`src/sv/socu_pkg.sv`:
```
// ----------------------------------------------------------------------------
// socu_pkg
// Shared types and constants of the strength-of-connection unit: request and
// result payloads, register map, and the controller/datapath interface.
// ----------------------------------------------------------------------------
package socu_pkg;

   // Row buffer depth default
   localparam int ROW_ENTRIES_DEF = 64;

   // Field widths
   localparam int COL_W   = 24;
   localparam int VAL_W   = 32;
   localparam int THETA_W = 16;
   localparam int FILT_W  = 31;
   localparam int REND_W  = 25;

   // CSR port
   localparam int CSR_AW = 5;
   localparam int CSR_DW = 32;
   localparam int CSR_IW = CSR_AW - 2;

   localparam logic [CSR_IW-1:0] CSR_MODE   = CSR_IW'(0);
   localparam logic [CSR_IW-1:0] CSR_THETA  = CSR_IW'(1);
   localparam logic [CSR_IW-1:0] CSR_FILTER = CSR_IW'(2);
   localparam logic [CSR_IW-1:0] CSR_RBEGIN = CSR_IW'(3);
   localparam logic [CSR_IW-1:0] CSR_REND   = CSR_IW'(4);

   // Register reset values
   localparam logic               MODE_RST   = 1'b0;
   localparam logic [THETA_W-1:0] THETA_RST  = THETA_W'(16384);
   localparam logic [FILT_W-1:0]  FILTER_RST = '0;
   localparam logic [COL_W-1:0]   RBEGIN_RST = '0;
   localparam logic [REND_W-1:0]  REND_RST   = REND_W'(25'h100_0000);

   // Mode codes
   localparam logic MODE_CLASSICAL = 1'b0;
   localparam logic MODE_GENERAL   = 1'b1;

   typedef struct packed {
      logic [COL_W-1:0]        row_id;
      logic [COL_W-1:0]        column;
      logic signed [VAL_W-1:0] entry_value;
      logic                    last;
   } req_type;

   typedef struct packed {
      logic [COL_W-1:0]        out_column;
      logic signed [VAL_W-1:0] out_value;
      logic                    strong_res;
      logic                    in_range;
      logic                    last_of_row;
      logic                    overflow;
   } rsp_type;

   typedef struct packed {
      logic               mode;
      logic [THETA_W-1:0] theta;
      logic [FILT_W-1:0]  filter_threshold;
      logic [COL_W-1:0]   range_begin;
      logic [REND_W-1:0]  range_stop;
   } cfg_type;

   // Controller to datapath
   typedef struct packed {
      logic take;      // request accepted this cycle
      logic prep;      // form the strength bound, read first buffer entry
      logic load;      // load one kept entry into the result register
      logic ovf_load;  // load the overflow result
   } dp_cmd_type;

   // Datapath to controller
   typedef struct packed {
      logic row_ovf;    // current request finds the row overflowed
      logic row_empty;  // nothing kept in the row after current request
      logic emit_last;  // entry being emitted is the final one
      logic out_free;   // result register can take a new result
   } dp_status_type;

endpackage

```
`src/sv/socu_ctrl.sv`:
```
// ----------------------------------------------------------------------------
// socu_ctrl
// Row sequencer: collects entries, then drives emission of the kept entries
// or of the overflow result.
// ----------------------------------------------------------------------------
module socu_ctrl (
   input  logic                     clock,
   input  logic                     reset,
   input  logic                     req_valid,
   input  logic                     req_last,
   output logic                     req_ready,
   input  socu_pkg::dp_status_type  status,
   output socu_pkg::dp_cmd_type     cmd
);
   import socu_pkg::*;

   localparam logic [1:0] ST_COLLECT = 2'd0;
   localparam logic [1:0] ST_PREP    = 2'd1;
   localparam logic [1:0] ST_EMIT    = 2'd2;
   localparam logic [1:0] ST_OVF     = 2'd3;

   logic [1:0] state_ff, state_in;
   logic       take;

   assign req_ready = state_ff == ST_COLLECT;
   assign take      = req_valid && req_ready;

   // Next state and commands
   always_comb begin
      state_in     = state_ff;
      cmd.take     = take;
      cmd.prep     = 1'b0;
      cmd.load     = 1'b0;
      cmd.ovf_load = 1'b0;
      unique case (state_ff)
         ST_COLLECT: begin
            if (take && req_last) begin
               priority if (status.row_ovf) begin
                  state_in = ST_OVF;
               end else if (!status.row_empty) begin
                  state_in = ST_PREP;
               end else begin
                  // nothing kept: no result, keep collecting
                  state_in = ST_COLLECT;
               end
            end
         end
         ST_PREP: begin
            cmd.prep = 1'b1;
            state_in = ST_EMIT;
         end
         ST_EMIT: begin
            cmd.load = status.out_free;
            if (status.out_free && status.emit_last) begin
               state_in = ST_COLLECT;
            end
         end
         ST_OVF: begin
            cmd.ovf_load = status.out_free;
            if (status.out_free) begin
               state_in = ST_COLLECT;
            end
         end
         default: state_in = ST_COLLECT;
      endcase
   end

   always_ff @(posedge clock) begin
      if (reset) begin
         state_ff <= ST_COLLECT;
      end else begin
         state_ff <= state_in;
      end
   end

endmodule

```
`config.mk`:
```
export PLATFORM = sky130hd
export DESIGN_NAME = socu_ctrl
export DESIGN_NICKNAME = d
export VERILOG_FILES = /design/src/sv/socu_pkg.sv /design/src/sv/socu_ctrl.sv
export SDC_FILE = /design/constraint.sdc
export NUM_CORES = 1
export LEC_CHECK = 0
export BUFFER_PORTS_ARGS = -buffer_cell sky130_fd_sc_hd__buf_2
export CAP_MARGIN = 20
export CORE_AREA = 2 2 39 41
export DETAILED_ROUTE_END_ITERATION = 8
export DIE_AREA = 0 0 41 43
export GPL_ROUTABILITY_DRIVEN = 0
export HOLD_SLACK_MARGIN = 0.1
export MAX_ROUTING_LAYER = met4
export PLACE_DENSITY = 0.31
export SLEW_MARGIN = 20
export SYNTH_ARGS = -nofsm -noshare
export SYNTH_HDL_FRONTEND = slang
export SYNTH_SLANG_ARGS = --single-unit
export TNS_END_PERCENT = 1
```
`constraint.sdc`:
```
create_clock -name clock -period 2.7 [get_ports clock]
set_input_delay 0.54 -clock clock [delete_from_list [all_inputs] [get_ports clock]]
set_output_delay 0.54 -clock clock [all_outputs]
set_load 0.05 [all_outputs]
```
[Word-level counts from Yosys, hierarchy flattened]
Cells that the tools add are included.
Storage, ports and cells
  register bits after elaboration: 2
  input port bits: 8
  word-level logic and storage cells: 21
Operators by class
  equality and inequality tests: 6
  multiplexer cells: 9
  reduce and logical (&&, ||, !) cells: 5
Operators with widths (number)
  2-bit 2-to-1 mux: 4
  2-bit case mux with 4 select lines: 1
  2-bit equality test (second input constant): 2
  1-bit 2-to-1 mux: 4
  2-bit != test (second input constant): 2
  1-bit logical AND: 3
  3-bit AND reduction: 1
  2-bit by 1-bit equality test with 1-bit output (second input constant): 1
  2-bit zero test: 1
  2-bit by 1-bit != test with 1-bit output (second input constant): 1

[Longest topological paths before layout]
  depth in word-level cells: 5
  depth in mapped cells: 3

[Worst setup path before layout]
No wires, ideal clock.
  kind: reg-to-output
  from: register state_ff[0]
  to: output port cmd[3] (netlist name)
  arrival: 1461 ps
  data required time: 2160 ps
  slack: 699 ps
  stages on the path, launching flop included: 4
  buffers on the path: 1
  path through: dfxtp_1 > nor2_1 > and2_1 > buf_4
On the way
  cells in the longest elaborated chain, start to end: 2
Ends and longest elaborated chain
  start, declared: line socu_ctrl.sv:22  | logic [1:0] state_ff, state_in;
  start signal, assigned: line socu_ctrl.sv:72  | state_ff <= state_in;
  2-bit zero test: line socu_ctrl.sv:25  | assign req_ready = state_ff == ST_COLLECT;
  named net req_ready: line socu_ctrl.sv:11  | output logic req_ready,
  1-bit logical AND: line socu_ctrl.sv:26  | assign take = req_valid && req_ready;
  end, declared: line socu_ctrl.sv:13  | output socu_pkg::dp_cmd_type cmd
The timed path passes the listed nets, and every way through them passes these cells.

==> impl_summary.log <==
[metrics] worst setup timing slack at the placement stage: ~1.1 ns
[metrics] remaining max-slew budget at the tightest pin: 0.834
[metrics] cell type contributing the most total cell area after synthesis: dfxtp_1
[metrics] drt wl/cell: roughly 8.0 um
[metrics] Yosys warning total: 0
[metrics] number of antenna violations at the first check in global routing: 0
[metrics] fmax: 598 MHz
[metrics] filler cell count in the final layout: between 150 and 200
[metrics] highest cell delay on the worst timing path: 0.34 ns
[metrics] area overhead of the layout relative to synthesis: 67.3%
[metrics] IO Port Bufs: 12
[metrics] # rows: 14
[metrics] Regs by FF count: state_ff x2
[metrics] count of distinct cell types in the synthesized netlist: 13
[metrics] maximum fanout along the worst path: 7
[metrics] start point of the critical path: state_ff[0]
[metrics] post-cts sizing count: 0
[metrics] vias in the first global route: between 150 and 200
[metrics] # Max-Cap Violations: 0
[metrics] total power divided by cell area: 574 nW/um^2
[metrics] cells along the critical path: nor2_1 -> and2_1 -> buf_2
[metrics] final worst path period share: 0.619
[metrics] clock tree buffer depth: 2
[metrics] share of the synthesized area in the top cell type: 0.283
[metrics] actual transition at the worst max-transition pin: about 0.25 ns
[metrics] Iter 0 DRT Violations: 4
[metrics] Post-Synthesis Net Count: 25
[metrics] post-CTS clock slew at the launch and capture registers of the worst setup and hold paths: 0.03 ns
[metrics] Clk Tree Root Cell: clkbuf_4
[metrics] Antenna diodes: 0
[metrics] setup repair after global routing missed its margin: no
[metrics] clock tree from TritonCTS: built
[metrics] core area: about 1400 um^2
[metrics] Detailed Route WL: about 380 um
[metrics] Gate Count Post-Synth: 17
[metrics] peak supply drop: between 0.1 and 0.15 mV
[metrics] Fin. Hold Viols: 0
[metrics] number of flip-flops in the largest register: 2
[metrics] data required time of the critical path: ~2.2 ns
[metrics] overall via count from detail_route: between 150 and 200
[metrics] pin count of the biggest net entering global routing: 8
[metrics] GR Util All Layers: 0.0553
[metrics] post-synthesis area per instance: 8.32 um^2
[metrics] post-synthesis instance area: between 100 and 150 um^2
[metrics] cell with the largest stage delay on the worst path: dfxtp_1
[metrics] endpoint arrival time on the critical path: between 1 and 1.5 ns
[metrics] hold-fix buffer count after cts: 0
[metrics] global-route wire length before repair: a little under 600 um
[metrics] total negative setup slack: 0 ns
[metrics] largest cells by area after synthesis: dfxtp_1 28%, o32ai_2 12%, nor2b_1 8.8%
[metrics] overall die width: just over 40 um
[metrics] max-slew violation count: 0
[metrics] fin worst setup slack: around 1.0 ns
[metrics] worst clock skew: 0.00129 ns
[metrics] Reg2Reg Launch Point: state_ff[0]
[metrics] die height: between 40 and 50 um
[metrics] number of buffers inserted during clock tree synthesis: 3
[metrics] hold path start: reset
[metrics] sequential-to-total area share from yosys stat: 0.283
[metrics] shortest clock period the worst path allows after layout: ~1.7 ns
[metrics] leakage power: 0.126 nW
[metrics] initial core utilization: 0.102
[metrics] latest clock arrival within the worst-skew pair: 0.22 ns
[metrics] worst min-delay path category: primary input to flop
[metrics] global route total overflow: 0
[metrics] Most flops, register: state_ff
[metrics] crit path launch type: flop
[metrics] endpoint kind of the worst setup timing path: primary output
[metrics] share of post-route cells with drive strength above 1: 0.548
[metrics] TritonRoute pass-1 iters: 4
[metrics] # H-tree levels: 1
[metrics] flip-flop and latch count after synthesis: 2
[metrics] top-level I/O count: 13
[metrics] area of the die: between 1500 and 2000 um^2
[metrics] Antenna Nets Post-Route: 0
[metrics] run status: completed
[metrics] DRC errors left: 0
[metrics] Finish-stage setup viols: 0
[metrics] Final nets: 41
[metrics] buffers inserted by post-CTS timing repair: 0
[metrics] type of the worst setup path: flop to primary output
[metrics] number of sinks driven by the clock tree: 2
[metrics] average vias per placed instance: between 3 and 4
-- final timing paths --
check / end / slack [ns] / cells past startpoint
setup / recovery: cmd[3] / 1.03 / 3
hold reg to reg: state_ff[0] / 0.60 / 2
hold / removal: state_ff[1] / 0.51 / 2
setup reg to reg: state_ff[0] / 1.68 / 2
-- Yosys cell counts --
library cell and count:
or3_1 1, nand2_1 2, dfxtp_1 2, and3_2 1, nand3_1 1, a211oi_1 1
buf_4 1, o32ai_2 1, o211a_1 1, and2_1 1, nand3b_1 1, nor2b_1 2
nor2_1 2
-- layout make-up --
class | instances | area (um^2) | area share
Clock buffer | 3 | 22.5 | 0.0952
Multi-Input combinational cell | 14 | 93.8 | 0.397
Sequential cell | 2 | 40.0 | 0.169
Tap cell | 16 | 20.0 | 0.0847
Timing Repair Buffer | 12 | 60.1 | 0.254
-- per-stage QoR --
step	hold slack, ns	cells	utilization	area [um^2]	power, mW
6_report	0.514	47	0.171	236	0.136
5_1_grt	0.522	47	0.171	236	0.144
2_1_floorplan	0.543	17	-	141	0.0608
3_3_place_gp	0.597	44	0.155	214	0.0702
3_5_place_dp	0.599	44	0.155	214	0.0708
4_1_cts	0.509	47	0.171	236	0.141
-- per-layer routing --
layer / GRT usage / part of all wire
met5: - / 0
met4: 0.0600 / 0
met3: 0.0314 / 0.11
met2: 0.0750 / 0.59
met1: 0.0476 / 0.30
-- worst max-delay path, delay by kind of cell (launching register included) --
family	cells	cell delay, ns
buffers and inverters	1	0.25
DFF	1	0.34
and+or+nand+nor	2	0.32
-- where the power goes --
group	internal [mW]	switching, mW	leakage, nW
registers	0.0317	0.00283	0.0164
logic	0.0114	0.0241	0.0958
clock network	0.0490	0.0166	0.0138
-- placed cells by master, fill, tap and decap left out --
cell / instances
dfxtp_1: 2
or3_1: 1
nand3_1: 1
nand2_1: 2
nor2b_1: 2
o211a_1: 1
nand3b_1: 1
clkbuf_4: 3
and2_1: 1
buf_2: 12
a211oi_1: 1
and3_2: 1
o32ai_2: 1
nor2_1: 2
-- logic make-up (layout without fill, tap and decap cells) --
kind of cell / after synthesis / in the layout / synth area share
buffers and inverters: 1 / 15 / 0.0531
AOI/OAI and AO/OA: 3 / 3 / 0.239
and+or+nand+nor: 11 / 11 / 0.425
DFF: 2 / 2 / 0.283
No activity file was read; power rests on OpenSTA's default activity.
