--- src/sv/socu_pkg.sv ---
// ----------------------------------------------------------------------------
// socu_pkg
// Shared types and constants of the strength-of-connection unit: request and
// result payloads, register map, and the controller/datapath interface.
// ----------------------------------------------------------------------------
package socu_pkg;

   // Row buffer depth default
   localparam int ROW_ENTRIES_DEF = 64;

   // Field widths
   localparam int COL_W   = 24;
   localparam int VAL_W   = 32;
   localparam int THETA_W = 16;
   localparam int FILT_W  = 31;
   localparam int REND_W  = 25;

   // CSR port
   localparam int CSR_AW = 5;
   localparam int CSR_DW = 32;
   localparam int CSR_IW = CSR_AW - 2;

   localparam logic [CSR_IW-1:0] CSR_MODE   = CSR_IW'(0);
   localparam logic [CSR_IW-1:0] CSR_THETA  = CSR_IW'(1);
   localparam logic [CSR_IW-1:0] CSR_FILTER = CSR_IW'(2);
   localparam logic [CSR_IW-1:0] CSR_RBEGIN = CSR_IW'(3);
   localparam logic [CSR_IW-1:0] CSR_REND   = CSR_IW'(4);

   // Register reset values
   localparam logic               MODE_RST   = 1'b0;
   localparam logic [THETA_W-1:0] THETA_RST  = THETA_W'(16384);
   localparam logic [FILT_W-1:0]  FILTER_RST = '0;
   localparam logic [COL_W-1:0]   RBEGIN_RST = '0;
   localparam logic [REND_W-1:0]  REND_RST   = REND_W'(25'h100_0000);

   // Mode codes
   localparam logic MODE_CLASSICAL = 1'b0;
   localparam logic MODE_GENERAL   = 1'b1;

   typedef struct packed {
      logic [COL_W-1:0]        row_id;
      logic [COL_W-1:0]        column;
      logic signed [VAL_W-1:0] entry_value;
      logic                    last;
   } req_type;

   typedef struct packed {
      logic [COL_W-1:0]        out_column;
      logic signed [VAL_W-1:0] out_value;
      logic                    strong_res;
      logic                    in_range;
      logic                    last_of_row;
      logic                    overflow;
   } rsp_type;

   typedef struct packed {
      logic               mode;
      logic [THETA_W-1:0] theta;
      logic [FILT_W-1:0]  filter_threshold;
      logic [COL_W-1:0]   range_begin;
      logic [REND_W-1:0]  range_stop;
   } cfg_type;

   // Controller to datapath
   typedef struct packed {
      logic take;      // request accepted this cycle
      logic prep;      // form the strength bound, read first buffer entry
      logic load;      // load one kept entry into the result register
      logic ovf_load;  // load the overflow result
   } dp_cmd_type;

   // Datapath to controller
   typedef struct packed {
      logic row_ovf;    // current request finds the row overflowed
      logic row_empty;  // nothing kept in the row after current request
      logic emit_last;  // entry being emitted is the final one
      logic out_free;   // result register can take a new result
   } dp_status_type;

endpackage

--- src/sv/socu_regs.sv ---
// ----------------------------------------------------------------------------
// socu_regs
// APB-style configuration registers: mode, strength threshold, filter
// threshold and owned column range.
// ----------------------------------------------------------------------------
module socu_regs (
   input  logic                           clock,
   input  logic                           reset,
   input  logic                           psel,
   input  logic                           penable,
   input  logic                           pwrite,
   input  logic [socu_pkg::CSR_AW-1:0]    paddr,
   input  logic [socu_pkg::CSR_DW-1:0]    pwdata,
   output logic [socu_pkg::CSR_DW-1:0]    prdata,
   output logic                           pready,
   output socu_pkg::cfg_type              cfg
);
   import socu_pkg::*;

   cfg_type           cfg_ff;
   cfg_type           cfg_in;
   logic              wr_en;
   logic [CSR_IW-1:0] reg_idx;

   assign pready  = 1'b1;
   assign wr_en   = psel & penable & pwrite;
   assign reg_idx = paddr[CSR_AW-1:2];

   // Write decode
   always_comb begin
      cfg_in = cfg_ff;
      if (wr_en) begin
         unique case (reg_idx)
            CSR_MODE:   cfg_in.mode             = pwdata[0];
            CSR_THETA:  cfg_in.theta            = pwdata[THETA_W-1:0];
            CSR_FILTER: cfg_in.filter_threshold = pwdata[FILT_W-1:0];
            CSR_RBEGIN: cfg_in.range_begin      = pwdata[COL_W-1:0];
            CSR_REND:   cfg_in.range_stop       = pwdata[REND_W-1:0];
            default:    ;
         endcase
      end
   end

   always_ff @(posedge clock) begin
      if (reset) begin
         cfg_ff.mode             <= MODE_RST;
         cfg_ff.theta            <= THETA_RST;
         cfg_ff.filter_threshold <= FILTER_RST;
         cfg_ff.range_begin      <= RBEGIN_RST;
         cfg_ff.range_stop       <= REND_RST;
      end else begin
         cfg_ff <= cfg_in;
      end
   end

   // Read mux
   always_comb begin
      unique case (reg_idx)
         CSR_MODE:   prdata = CSR_DW'(cfg_ff.mode);
         CSR_THETA:  prdata = CSR_DW'(cfg_ff.theta);
         CSR_FILTER: prdata = CSR_DW'(cfg_ff.filter_threshold);
         CSR_RBEGIN: prdata = CSR_DW'(cfg_ff.range_begin);
         CSR_REND:   prdata = CSR_DW'(cfg_ff.range_stop);
         default:    prdata = '0;
      endcase
   end

   assign cfg = cfg_ff;

endmodule

--- config.mk ---
export PLATFORM = sky130hd
export DESIGN_NAME = socu_regs
export DESIGN_NICKNAME = d
export VERILOG_FILES = /design/src/sv/socu_pkg.sv /design/src/sv/socu_regs.sv
export SDC_FILE = /design/constraint.sdc
export NUM_CORES = 1
export LEC_CHECK = 0
export ABC_AREA = 1
export BUFFER_PORTS_ARGS = -buffer_cell sky130_fd_sc_hd__buf_2
export CAP_MARGIN = 20
export CORE_UTILIZATION = 45
export DETAILED_ROUTE_END_ITERATION = 12
export PLACE_DENSITY = 0.89
export SYNTH_ARGS = -nofsm -noshare
export SYNTH_HDL_FRONTEND = slang
export SYNTH_SLANG_ARGS = --single-unit
--- constraint.sdc ---
create_clock -name clock -period 1 [get_ports clock]
set_input_delay 0.05 -clock clock [delete_from_list [all_inputs] [get_ports clock]]
set_output_delay 0.05 -clock clock [all_outputs]
set_load 0.01 [all_outputs]
-- After elaboration in Yosys (flattened, before gate mapping)
Index checks and enable logic that the tools add are counted.
- register bits after elaboration: 97
- output and inout port bits: 130
- word-level logic and storage cells: 18
- equal/unequal tests: 4
- mux-type cells: 1
- bitwise gates (word level): 2
- reduce and logical (&&, ||, !) cells: 6
- operator list (kind ; number):
    case mux 31 bit (5 select lines) ; 1
    AND reduction 2 bit ; 5
    equality test 3 x 2 -> 1 bit, second input constant ; 2
    equality test 3 x 1 -> 1 bit, second input constant ; 1
    equality test 3 bit, second input constant ; 1
    zero test 3 bit ; 1
    bitwise AND 1 bit ; 2

-- Logic depth before layout (Yosys ltp)
Gate-level depths: netlist (run 1).
- depth in word-level cells: 3
- gate-level depth with buffers: 8
- mapped depth without buffers: 7

-- Least setup slack after synthesis (run 1)
No wires, ideal clock.
- path kind: input -> register
- start point: input port pwrite
- end point: register cfg_ff (netlist bit cfg[52])
- setup time: 0.113 ns
- arrival: 0.875 ns
- path slack: 0.012 ns
- stages: 6
- path buffers: 1
- path through: nand3_1 -> inv_2 -> buf_1 -> nand3_1 -> nand2_1 -> nor2_1
- cells in the longest elaborated chain, start to end: 2
- RTL lines (element ; line ; source):
    start, declared ; socu_regs.sv:11 ; input logic pwrite,
    bitwise AND 1 bit ; socu_regs.sv:26 ; assign wr_en = psel & penable & pwrite;
    AND reduction 2 bit (no source line) ; n/a ;
    end signal, assigned ; socu_regs.sv:52 ; cfg_ff <= cfg_in;
    end, declared ; socu_regs.sv:20 ; cfg_type cfg_ff;
Every way passes these cells.
A chain may end at the register's enable or synchronous reset.

-- Worst setup path after layout (run 1)
- start point: register cfg_ff (netlist bit cfg[0])
- end point: output port prdata[0] in the netlist's numbering
- cells in the longest elaborated chain, start to end: 1
- RTL lines (element ; line ; source):
    case mux 31 bit (5 select lines) ; socu_regs.sv:58 ; unique case (reg_idx)
    end, declared ; socu_regs.sv:14 ; output logic [socu_pkg::CSR_DW-1:0] prdata,
Every way passes these cells.

==> results of run 1 <==
-- power by group through the flow --
stage               clock, mW  combinational (mW)  sequential [mW]
floorplan                   0               0.421             4.06
global placement            0               0.766             4.04
detailed placement          0               0.775             4.04
CTS                      2.79               0.932             3.95
global route             3.03                1.17             3.96
finish                   2.87                1.11             3.96
-- worst min-delay path: cells and delay by family --
| family | cells | cell delay [ns] |
|---|---|---|
| and+or+nand+nor | 3 | 0.17 |
| buffers and inverters | 2 | 0.13 |
-- layout by cell type (no fill, tap or decap), types with 2 or more instances in the layout --
cell type | netlist | final
buf_16 | 0 | 2
dfxtp_2 | 0 | 88
nand2_1 | 262 | 228
clkbuf_16 | 0 | 2
nor2_4 | 1 | 3
dfxtp_4 | 0 | 3
bufbuf_16 | 0 | 2
conb_1 | 2 | 2
bufinv_16 | 0 | 2
buf_4 | 4 | 45
dfxtp_1 | 97 | 6
buf_2 | 27 | 140
buf_8 | 0 | 2
nand3_1 | 85 | 75
nor2_2 | 2 | 8
nor2_1 | 203 | 195
clkbuf_1 | 0 | 2
inv_2 | 5 | 11
clkbuf_8 | 0 | 9
dlygate4sd3_1 | 0 | 8
clkinv_8 | 0 | 3
nand2_2 | 0 | 26
nand2_4 | 0 | 8
clkinvlp_4 | 0 | 2
buf_6 | 3 | 42
o21ai_0 | 2 | 2
nand3_2 | 1 | 11
inv_1 | 70 | 61
buf_12 | 0 | 14
-- logic make-up after synthesis --
family	after synthesis	share of synthesized area [%]
and+or+nand+nor	555	47.1
DFF	97	41.3
buffers and inverters	120	11.1
AOI/OAI and AO/OA	3	0.320
other	2	0.160
-- final cells by class --
| class | instances | area, um2 |
|---|---|---|
| Sequential cell | 97 | 2060 |
| Inverter | 75 | 319 |
| Timing Repair Buffer | 257 | 2070 |
| Clock inverter | 5 | 80.1 |
| Multi-Input combinational cell | 560 | 2440 |
| Antenna cell | 1 | 2.50 |
| Fill cell | 699 | 2680 |
| Clock buffer | 11 | 131 |
| Tap cell | 133 | 166 |
-- layer usage --
| layer | share of wire [%] | vias up | wire, um |
|---|---|---|---|
| li1 | - | 2771 | - |
| met1 | 37 | 2687 | 7330 |
| met2 | 45 | 505 | 8860 |
| met3 | 11 | 132 | 2210 |
| met4 | 6.5 | 0 | 1290 |
| met5 | 0 | - | 0 |
-- through the flow --
stage | util [%] | std cells | setup WS [ns]
after global placement | 58.9 | 1064 | -0.129
after floorplan | - | 777 | 0.0119
after global routing | 73.1 | 1139 | -0.513
final | 73.1 | 1139 | -0.262
after CTS | 67.3 | 1115 | -0.206
after detailed placement | 58.9 | 1064 | -0.160
-- worst paths after layout --
kind              start         to  slack, ns  depth (start not counted)
max              cfg[0]  prdata[0]      -0.26                          5
max reg2reg     cfg[46]    cfg[46]       0.16                          3
min          pwdata[19]    cfg[44]       0.02                          5
min reg2reg     cfg[32]    cfg[32]       0.50                          2
-- what timing repair did --
action,CTS,global route
pin swaps,36,48
cloned,5,2
setup buffers,22,21
endpoints found under the hold margin,8,0
endpoints found under the setup margin,31,43
resized for setup,122,116
hold buffers,8,0
==> reports/metrics.yaml, run 1 <==
worst_setup_path:
  cp.arrival_ns: 1.21
  critPathMostFrequentCell: "nand2_1"
  end_kind: "output port"
  cp_slowest_cell: "dfxtp_1"
  cp_top_family: "flip-flops"
  crit_path_max_incr_delay_ns: 0.36
  cp_cell_sequence: "nand2_1 > nand2_1 > inv_1 > nand2_1 > buf_2"
  worstSetupPathType: "flop to output port"
  path_buf_inv: 2
  critPathRequiredTime_ns: 0.95
  cp_max_fo: 3
  start_kind: "flop"
drt:
  drtIter0Drc: 849
  drcViolationCount: 0
  firstDrtPassIters: 9
  antenna_left: 0
  routedWlPerCell_um: 17.3
  route.vias.total: 6095
  totalWireLength_um: 19700
  avgViaCountPerCell: 5.35
yosys:
  synth.most_common_cell: "nand2_1"
  synth_nets: 819
  async_flop_share_pct: 0
  synthFlopType: "dfxtp_1"
  ys_top_cells_by_area: "dfxtp_1 41%, nand2_1 21%, nor2_1 16%, nand3_1 9.1%, inv_1 5.6%"
  ys_warn_count: 0
  netlist_area_um2: 4700
  synth_top_area_share_pct: 41.3
  synth-edff-count: 0
  ys_top_cells_by_count: "262 x nand2_1, 203 x nor2_1, 97 x dfxtp_1"
  synth_top_cell_by_area: "dfxtp_1"
  netlist_instances: 777
  avgSynthCellArea_um2: 6.05
  synth-seq-cells: 97
  synth-seq-area-share_pct: 41.3
  ys_types: 17
power_and_ir_drop:
  power.share.clock_pct: 36.2
  vdd_drop_max_mv: 0.621
  switchingPower_mw: 2.14
  p_int_mw: 5.80
  p_seq_share_pct: 49.8
  power_mw: 7.94
  cellPowerDensity_nw_per_um2: 1090
  leakage_nw: 3.86
  combPwrFrac_pct: 14.0
  switching_share_pct: 27.0
cts:
  numCtsBuffers: 9
  clock-root-buffer: "clkbuf_8"
  cts_buffer_depth: 2
  tritoncts: "yes"
  htree_levels: 3
  clock_latency_ns: 0.36
  clkTransAtPathRegs_ns: 0.10
  clock-sinks: 97
placed_design:
  port_buffers: 166
  placed_area_um2: 5860
  hpwl_um: 9790
  gp_congestion: 0.841
global_route:
  met2_usage_pct: 45.2
  grt-ovfl-total: 0
  busiest_layer: "met2"
  grt_pass1_wl_um: 25900
  globalRouteMet1Util_pct: 39.8
  antenna_found_initial: 1
  grt_max_degree: 59
  grt_pass1_vias: 5050
  gr-usage-met3_pct: 6.20
  grt_usage_pct: 29.8
timing:
  hold_slack_ns: 0.0159
  rsz0062_at_grt: "true"
  tns_ns: -3.96
  fin_skew_ns: 0
  min_period_over_period_pct: 126
  finalHoldViolations: 0
  fmax_ghz: 0.792
  slew_viol_final: 0
  finalCriticalPeriod_ns: 1.26
  setup_viol_count_final: 44
  fin_ws_ns: -0.262
outcome:
  violations: "setup timing"
  outcome: "complete, but fails checks"
floorplanning:
  start_util_pct: 47.2
  num_rows: 36
  die_y_um: 104
  die_x_um: 104
  placeableCoreArea_um2: 9950
  io-pin-count: 172
  dieArea_um2: 10900
final_layout:
  design_area_um2: 7270
  syn2layout_area_growth_pct: 54.8
  finalNetCount: 1042
  drive_above_1_share_pct: 42.2
  largest_reg_flops: 97
run:
  max-cap-violations: 0
min_path:
  min_path_type: "input port to flop"
Power figures use the tool's default switching activity.
==> inputs of run 2 (changes only) <==
Settings changed: CORE_UTILIZATION 45 to 50, PLACE_DENSITY 0.89 to 0.93.
Clock period 1 ns to 1.4 ns, I/O delays scaled along.
==> reports/metrics.yaml, run 2 (synthesis gave the netlist of run 1 again) <==
worst_setup_path:
  critPathRequiredTime_ns: 1.33  # was 0.95 ns
  crit_path_max_incr_delay_ns: 0.23  # was 0.36 ns
  start_kind: "input port"  # was flop
  critPathMostFrequentCell: "nand2_1"  # unchanged
  cp_slowest_cell: "buf_12"  # was dfxtp_1
  worstSetupPathType: "input port to output port"  # was flop to output port
  cp_cell_sequence: "buf_2 > inv_2 > nand2_1 > nor2_4 > buf_12 > nand2_1 > nand2_1 > inv_1 > nand2_1 > buf_2"  # was nand2_1 > nand2_1 > inv_1 > nand2_1 > buf_2
  cp.arrival_ns: 1.20  # was 1.21 ns
  end_kind: "output port"  # unchanged
  cp_max_fo: 49  # was 3
drt:
  firstDrtPassIters: 9  # unchanged
  antenna_left: 0  # unchanged
  drtIter0Drc: 379  # was 849
  route.vias.total: 5092  # was 6,095
  m1WireLength_um: 5870  # was 7330 um
  routedWlPerCell_um: 12.5  # was 17.3 um
  totalWireLength_um: 13100  # was 19,700 um
  avgViaCountPerCell: 4.87  # was 5.35
  top_layer_used: "met4"  # unchanged
  wl_met3_um: 914  # was 2210 um
  drcViolationCount: 1  # was 0
  met2_wirelength_um: 5830  # was 8860 um
cts:
  htree_levels: 3  # unchanged
  clock_latency_ns: 0.36  # about the same
  numCtsBuffers: 9  # unchanged
  tritoncts: "yes"  # unchanged
  clock-root-buffer: "clkbuf_8"  # unchanged
  clock-sinks: 97  # unchanged
  clkTransAtPathRegs_ns: 0.10  # about the same
  cts_buffer_depth: 2  # unchanged
  cts_resized: 0  # was 122
global_route:
  grt_max_degree: 98  # was 59
  grt_pass1_wl_um: 20500  # was 25,900 um
  grt_pass1_vias: 4254  # was 5,050
  grt_usage_pct: 26.3  # was 29.8%
  antenna_found_initial: 0  # was 1
  grt-ovfl-total: 0  # unchanged
power_and_ir_drop:
  vdd_drop_max_mv: 0.532  # was 0.621 mV
  leakage_nw: 3.18  # was 3.86 nW
  cellPowerDensity_nw_per_um2: 894  # was 1090 nW/um2
  power_mw: 5.29  # was 7.94 mW
final_layout:
  design_area_um2: 5910  # was 7270 um2
  diodes: 0  # was 1
  final_util_pct: 64.6  # was 73.1%
  finalNetCount: 971  # was 1,042
  filler_cell_count: 839  # was 699
  largest_reg_flops: 97  # unchanged
  final_cell_mix: "262 x nand2_1, 199 x nor2_1, 166 x buf_2"  # was 228 x nand2_1, 195 x nor2_1, 140 x buf_2
  regArea_um2: 1940  # was 2060 um2
  final_common_cell: "nand2_1"  # unchanged
  finalNonFillerCells: 1045  # was 1,139
  drive_above_1_share_pct: 22.8  # was 42.2%
  multi_input_area_um2: 2250  # was 2440 um2
  syn2layout_area_growth_pct: 25.9  # was 54.8%
timing:
  hold_slack_ns: 0.0170  # was 0.0159 ns
  fin_ws_ns: 0.129  # was -0.262 ns
  fmax_ghz: 0.787
  slew_viol_final: 0  # unchanged
  finalHoldViolations: 0  # unchanged
  fin_skew_ns: 0  # unchanged
  min_period_over_period_pct: 90.8
  setup_viol_count_final: 0  # was 44
  tns_ns: 0  # was -3.96 ns
  rsz0062_at_grt: "false"  # was true
  finalCriticalPeriod_ns: 1.27
run:
  max-cap-violations: 0  # unchanged
min_path:
  min_path_type: "input port to flop"  # unchanged
floorplanning:
  placeableCoreArea_um2: 9150  # was 9950 um2
  io-pin-count: 172  # unchanged
  start_util_pct: 51.3  # was 47.2%
  die_y_um: 98.9  # was 104 um
  dieArea_um2: 9790  # was 10,900 um2
  num_rows: 35  # was 36
  die_x_um: 98.9  # was 104 um
placed_design:
  placedCellCount: 1027  # was 1,064
  placed_area_um2: 5680  # was 5860 um2
  gp_congestion: 0.826  # was 0.841
  place_worst_setup_slack_ns: 0.146  # was -0.160 ns
  port_buffers: 166  # unchanged
  hpwl_um: 8830  # was 9790 um
outcome:
  outcome: "complete, but fails checks"  # unchanged
  violations: "DRC"  # was setup timing
==> run 2: what timing repair did <==
item,4_1_cts,5_1_grt
buffers inserted,0,0
hold buffers,2,0
hold endpoints to repair,2,0
==> run 2: cell type report <==
type,count,area share [%]
Multi-Input combinational cell,560,38.1
Tap cell,111,2.35
Clock buffer,10,2.33
Timing Repair Buffer,186,18.4
Clock inverter,6,1.25
Sequential cell,97,32.8
Inverter,75,4.76
==> run 2: worst paths after layout <==
check                                 end        from  slack (ns)  cells after the start
worst min-delay path              cfg[76]  pwdata[27]        0.02                      5
worst max register to register    cfg[21]     cfg[21]        0.76                      2
worst max-delay path            prdata[5]    paddr[2]        0.13                     10
worst min register to register    cfg[25]     cfg[25]        0.50                      2
==> run 2: power by group <==
group	leakage, nW	switching [mW]	internal [mW]
sequential	0.783	0.0263	2.79
combinational	2.29	0.339	0.192
clock	0.101	1.04	0.900
total	3.18	1.40	3.89
==> run 2: critical path, delay by kind of cell <==
| kind | cells | cell delay [ns] |
|---|---|---|
| AND/OR/NAND/NOR | 5 | 0.47 |
| buffers and inverters | 5 | 0.63 |
==> run 2: metal layers <==
layer	global-route usage [%]	up-vias
met4	13.7	0
li1	-	2620
met1	35.9	2219
met5	0	-
met3	3.69	37
met2	40.5	216
==> inputs of run 3 (changes only) <==
--- a/config.mk
+++ b/config.mk
@@ -6,5 +6,5 @@
 export NUM_CORES = 1
 export LEC_CHECK = 0
-export ABC_AREA = 1
+export ABC_AREA = 0
 export BUFFER_PORTS_ARGS = -buffer_cell sky130_fd_sc_hd__buf_2
 export CAP_MARGIN = 20
==> constraint.sdc (replaced) <==
create_clock -name clock -period 1.4 [get_ports clock]
set_input_delay 0.21 -clock clock [delete_from_list [all_inputs] [get_ports clock]]
set_output_delay 0.21 -clock clock [all_outputs]
set_load 0.01 [all_outputs]
==> reports/metrics.yaml, run 3 <==
power_and_ir_drop:
  power.share.clock_pct: 34.6  # was 36.6%
  switchingPower_mw: 1.27  # was 1.40 mW
  switching_share_pct: 24.8  # was 26.5%
  p_seq_share_pct: 54.9  # was 53.3%
  cellPowerDensity_nw_per_um2: 794  # was 894 nW/um2
  vdd_drop_max_mv: 0.621  # was 0.532 mV
  leakage_nw: 3.13  # was 3.18 nW
  combPwrFrac_pct: 10.6  # was 10.0%
  p_int_mw: 3.83  # was 3.89 mW
placed_design:
  placedCellCount: 766  # was 1,027
  place_worst_setup_slack_ns: -0.118  # was 0.146 ns
  placed_area_um2: 5770  # was 5680 um2
  hpwl_um: 9470  # was 8830 um
  gp_congestion: 0.837  # was 0.826
  port_buffers: 166  # unchanged
outcome:
  violations: "setup timing"  # was DRC
  outcome: "complete, but fails checks"  # unchanged
global_route:
  grt_pass1_vias: 4357  # was 4,254
  grt_max_degree: 67  # was 98
  grt_usage_pct: 28.5  # was 26.3%
  grt_pass1_wl_um: 21800  # was 20,500 um
  grt-ovfl-total: 0  # unchanged
  antenna_found_initial: 0  # unchanged
floorplanning:
  io-pin-count: 172  # unchanged
  placeableCoreArea_um2: 8890  # was 9150 um2
  die_x_um: 98.7  # was 98.9 um
  dieArea_um2: 9740  # was 9790 um2
  die_y_um: 98.7  # was 98.9 um
  start_util_pct: 52.6  # was 51.3%
  num_rows: 34  # was 35
min_path:
  min_path_type: "input port to flop"  # unchanged
  hold_depth: 3  # was 5
timing:
  hold_slack_ns: 0.0982  # was 0.0170 ns
  min_period_over_period_pct: 110  # was 90.8%
  slew_viol_final: 0  # unchanged
  finalHoldViolations: 0  # unchanged
  fin_ws_ns: -0.144  # was 0.129 ns
  setup_viol_count_final: 19  # was 0
  rsz0062_at_grt: "true"  # was false
  finalCriticalPeriod_ns: 1.54  # was 1.27 ns
  fin_skew_ns: 0  # unchanged
  fmax_ghz: 0.648  # was 0.787 GHz
cts:
  numCtsBuffers: 9  # unchanged
  clock-sinks: 97  # unchanged
  cts_buffer_depth: 2  # unchanged
  tritoncts: "yes"  # unchanged
  htree_levels: 3  # unchanged
  clkTransAtPathRegs_ns: 0.10  # about the same
  clock_latency_ns: 0.36  # about the same
  clock-root-buffer: "clkbuf_8"  # unchanged
final_layout:
  final_common_cell: "buf_2"  # was nand2_1
  diodes: 0  # unchanged
  final_cell_mix: "165 x buf_2, 103 x nand2b_1, 83 x mux2i_1"  # was 262 x nand2_1, 199 x nor2_1, 166 x buf_2
  drive_above_1_share_pct: 45.1  # was 22.8%
  regArea_um2: 1980  # was 1940 um2
  largest_reg_flops: 97  # unchanged
  design_area_um2: 6420  # was 5910 um2
  multi_input_area_um2: 2720  # was 2250 um2
  finalNetCount: 738  # was 971
  syn2layout_area_growth_pct: 37.2  # was 25.9%
  filler_cell_count: 666  # was 839
  finalNonFillerCells: 807  # was 1,045
yosys:
  synthFlopType: "dfxtp_1"  # unchanged
  async_flop_share_pct: 0  # unchanged
  synth_top_cell_by_area: "dfxtp_1"  # unchanged
  synth-edff-count: 0  # unchanged
  netlist_instances: 504  # was 777
  synth.most_common_cell: "nand2b_1"  # was nand2_1
  synth-seq-cells: 97  # unchanged
  synth_top_area_share_pct: 41.5  # was 41.3%
  ys_top_cells_by_count: "104 x nand2b_1, 97 x dfxtp_1, 83 x mux2i_1"  # was 262 x nand2_1, 203 x nor2_1, 97 x dfxtp_1
  avgSynthCellArea_um2: 9.28  # was 6.05 um2
  ys_types: 24  # was 17
  ys_top_cells_by_area: "dfxtp_1 42%, mux2i_1 18%, nand2b_1 14%, o21ai_1 7.7%, nor2b_1 3.6%"  # was dfxtp_1 41%, nand2_1 21%, nor2_1 16%, nand3_1 9.1%, inv_1 5.6%
  ys_warn_count: 0  # unchanged
  synth-seq-area-share_pct: 41.5  # was 41.3%
  synth_nets: 546  # was 819
  netlist_area_um2: 4680  # was 4700 um2
drt:
  firstDrtPassIters: 4  # was 9
  antenna_left: 0  # unchanged
  drcViolationCount: 0  # was 1
  totalWireLength_um: 14400  # was 13,100 um
  routedWlPerCell_um: 17.8  # was 12.5 um
  route.vias.total: 4449  # was 5,092
  drtIter0Drc: 223  # was 379
  avgViaCountPerCell: 5.51  # was 4.87
worst_setup_path:
  start_kind: "flop"  # was input port
  worstSetupPathType: "flop to output port"  # was input port to output port
  critPathRequiredTime_ns: 1.19  # was 1.33 ns
  cp_max_fo: 2  # was 49
  rr_worst_depth: 4  # was 2
  cp.arrival_ns: 1.33  # was 1.20 ns
  end_kind: "output port"  # unchanged
run:
  max-cap-violations: 0  # unchanged
-- run 3: cell count changes after synthesis, moves of 10 or more --
cell and change:
a22oi_1 +16, mux2_1 +11, o21ai_1 +72, nor2b_1 +27, mux2i_1 +83, buf_2 -19, clkbuf_1 +24, nor2_1 -196
buf_1 -10, nand2_1 -235, nand2b_1 +104, nand3_1 -85, inv_1 -70
-- run 3: power by group through the flow --
stage	clock network (mW)	logic, mW	registers, mW
after floorplan	0	0.258	2.86
after global placement	0	0.455	2.86
after detailed placement	0	0.472	2.86
after CTS	1.77	0.502	2.79
after global routing	1.89	0.572	2.80
final	1.76	0.539	2.79
-- run 3: final timing paths --
kind / to / from / slack (ns)
max: prdata[3] / cfg[83] / -0.14
min: cfg[74] / pwdata[25] / 0.1
max reg2reg: cfg[34] / cfg[34] / 0.55
min reg2reg: cfg[72] / cfg[72] / 0.49
-- run 3: timing repair --
action	CTS	global route
setup endpoints to repair	30	22
gates cloned	0	1
resized for setup	62	25
setup buffers	18	8
pin swaps	10	17
hold buffers	0	0
-- run 3: layer usage --
layer	wire length, um	global-route usage (%)
met1	5730	31.4
met2	7440	52.3
met3	833	6.03
met4	377	13.5
met5	0	0
-- run 3: logic make-up (layout without fill, tap and decap cells) --
family	Yosys count	after routing	share of synthesized area, %
compound gates	90	90	10.6
buf+inv	40	235	4.07
flops	97	97	41.5
mux	98	98	21.4
other cells	2	2	0.161
simple gates	177	177	22.3
-- run 3: area by class of cell --
class | instances | area share, %
well taps | 108 | 2.11
multi-input cells | 367 | 42.5
clock inverters | 5 | 0.917
repair buffers | 221 | 21.7
clock buffers | 9 | 1.93
flip-flops and latches | 97 | 30.9
-- run 3: critical path, stage by stage, from the launching register on --
cell	delay [ns]
dfxtp_2	0.33
mux2_4	0.27
a22oi_2	0.14
o21ai_1	0.10
buf_2	0.14
-- run 3: through the flow --
step	total power, mW	TNS, ns	util (%)
2_1_floorplan	3.12	0	-
3_3_place_gp	3.31	-1.05	64.9
3_5_place_dp	3.33	-1.66	64.9
4_1_cts	5.06	-1.85	70.3
5_1_grt	5.26	-2.86	72.2
6_report	5.09	-1.73	72.2
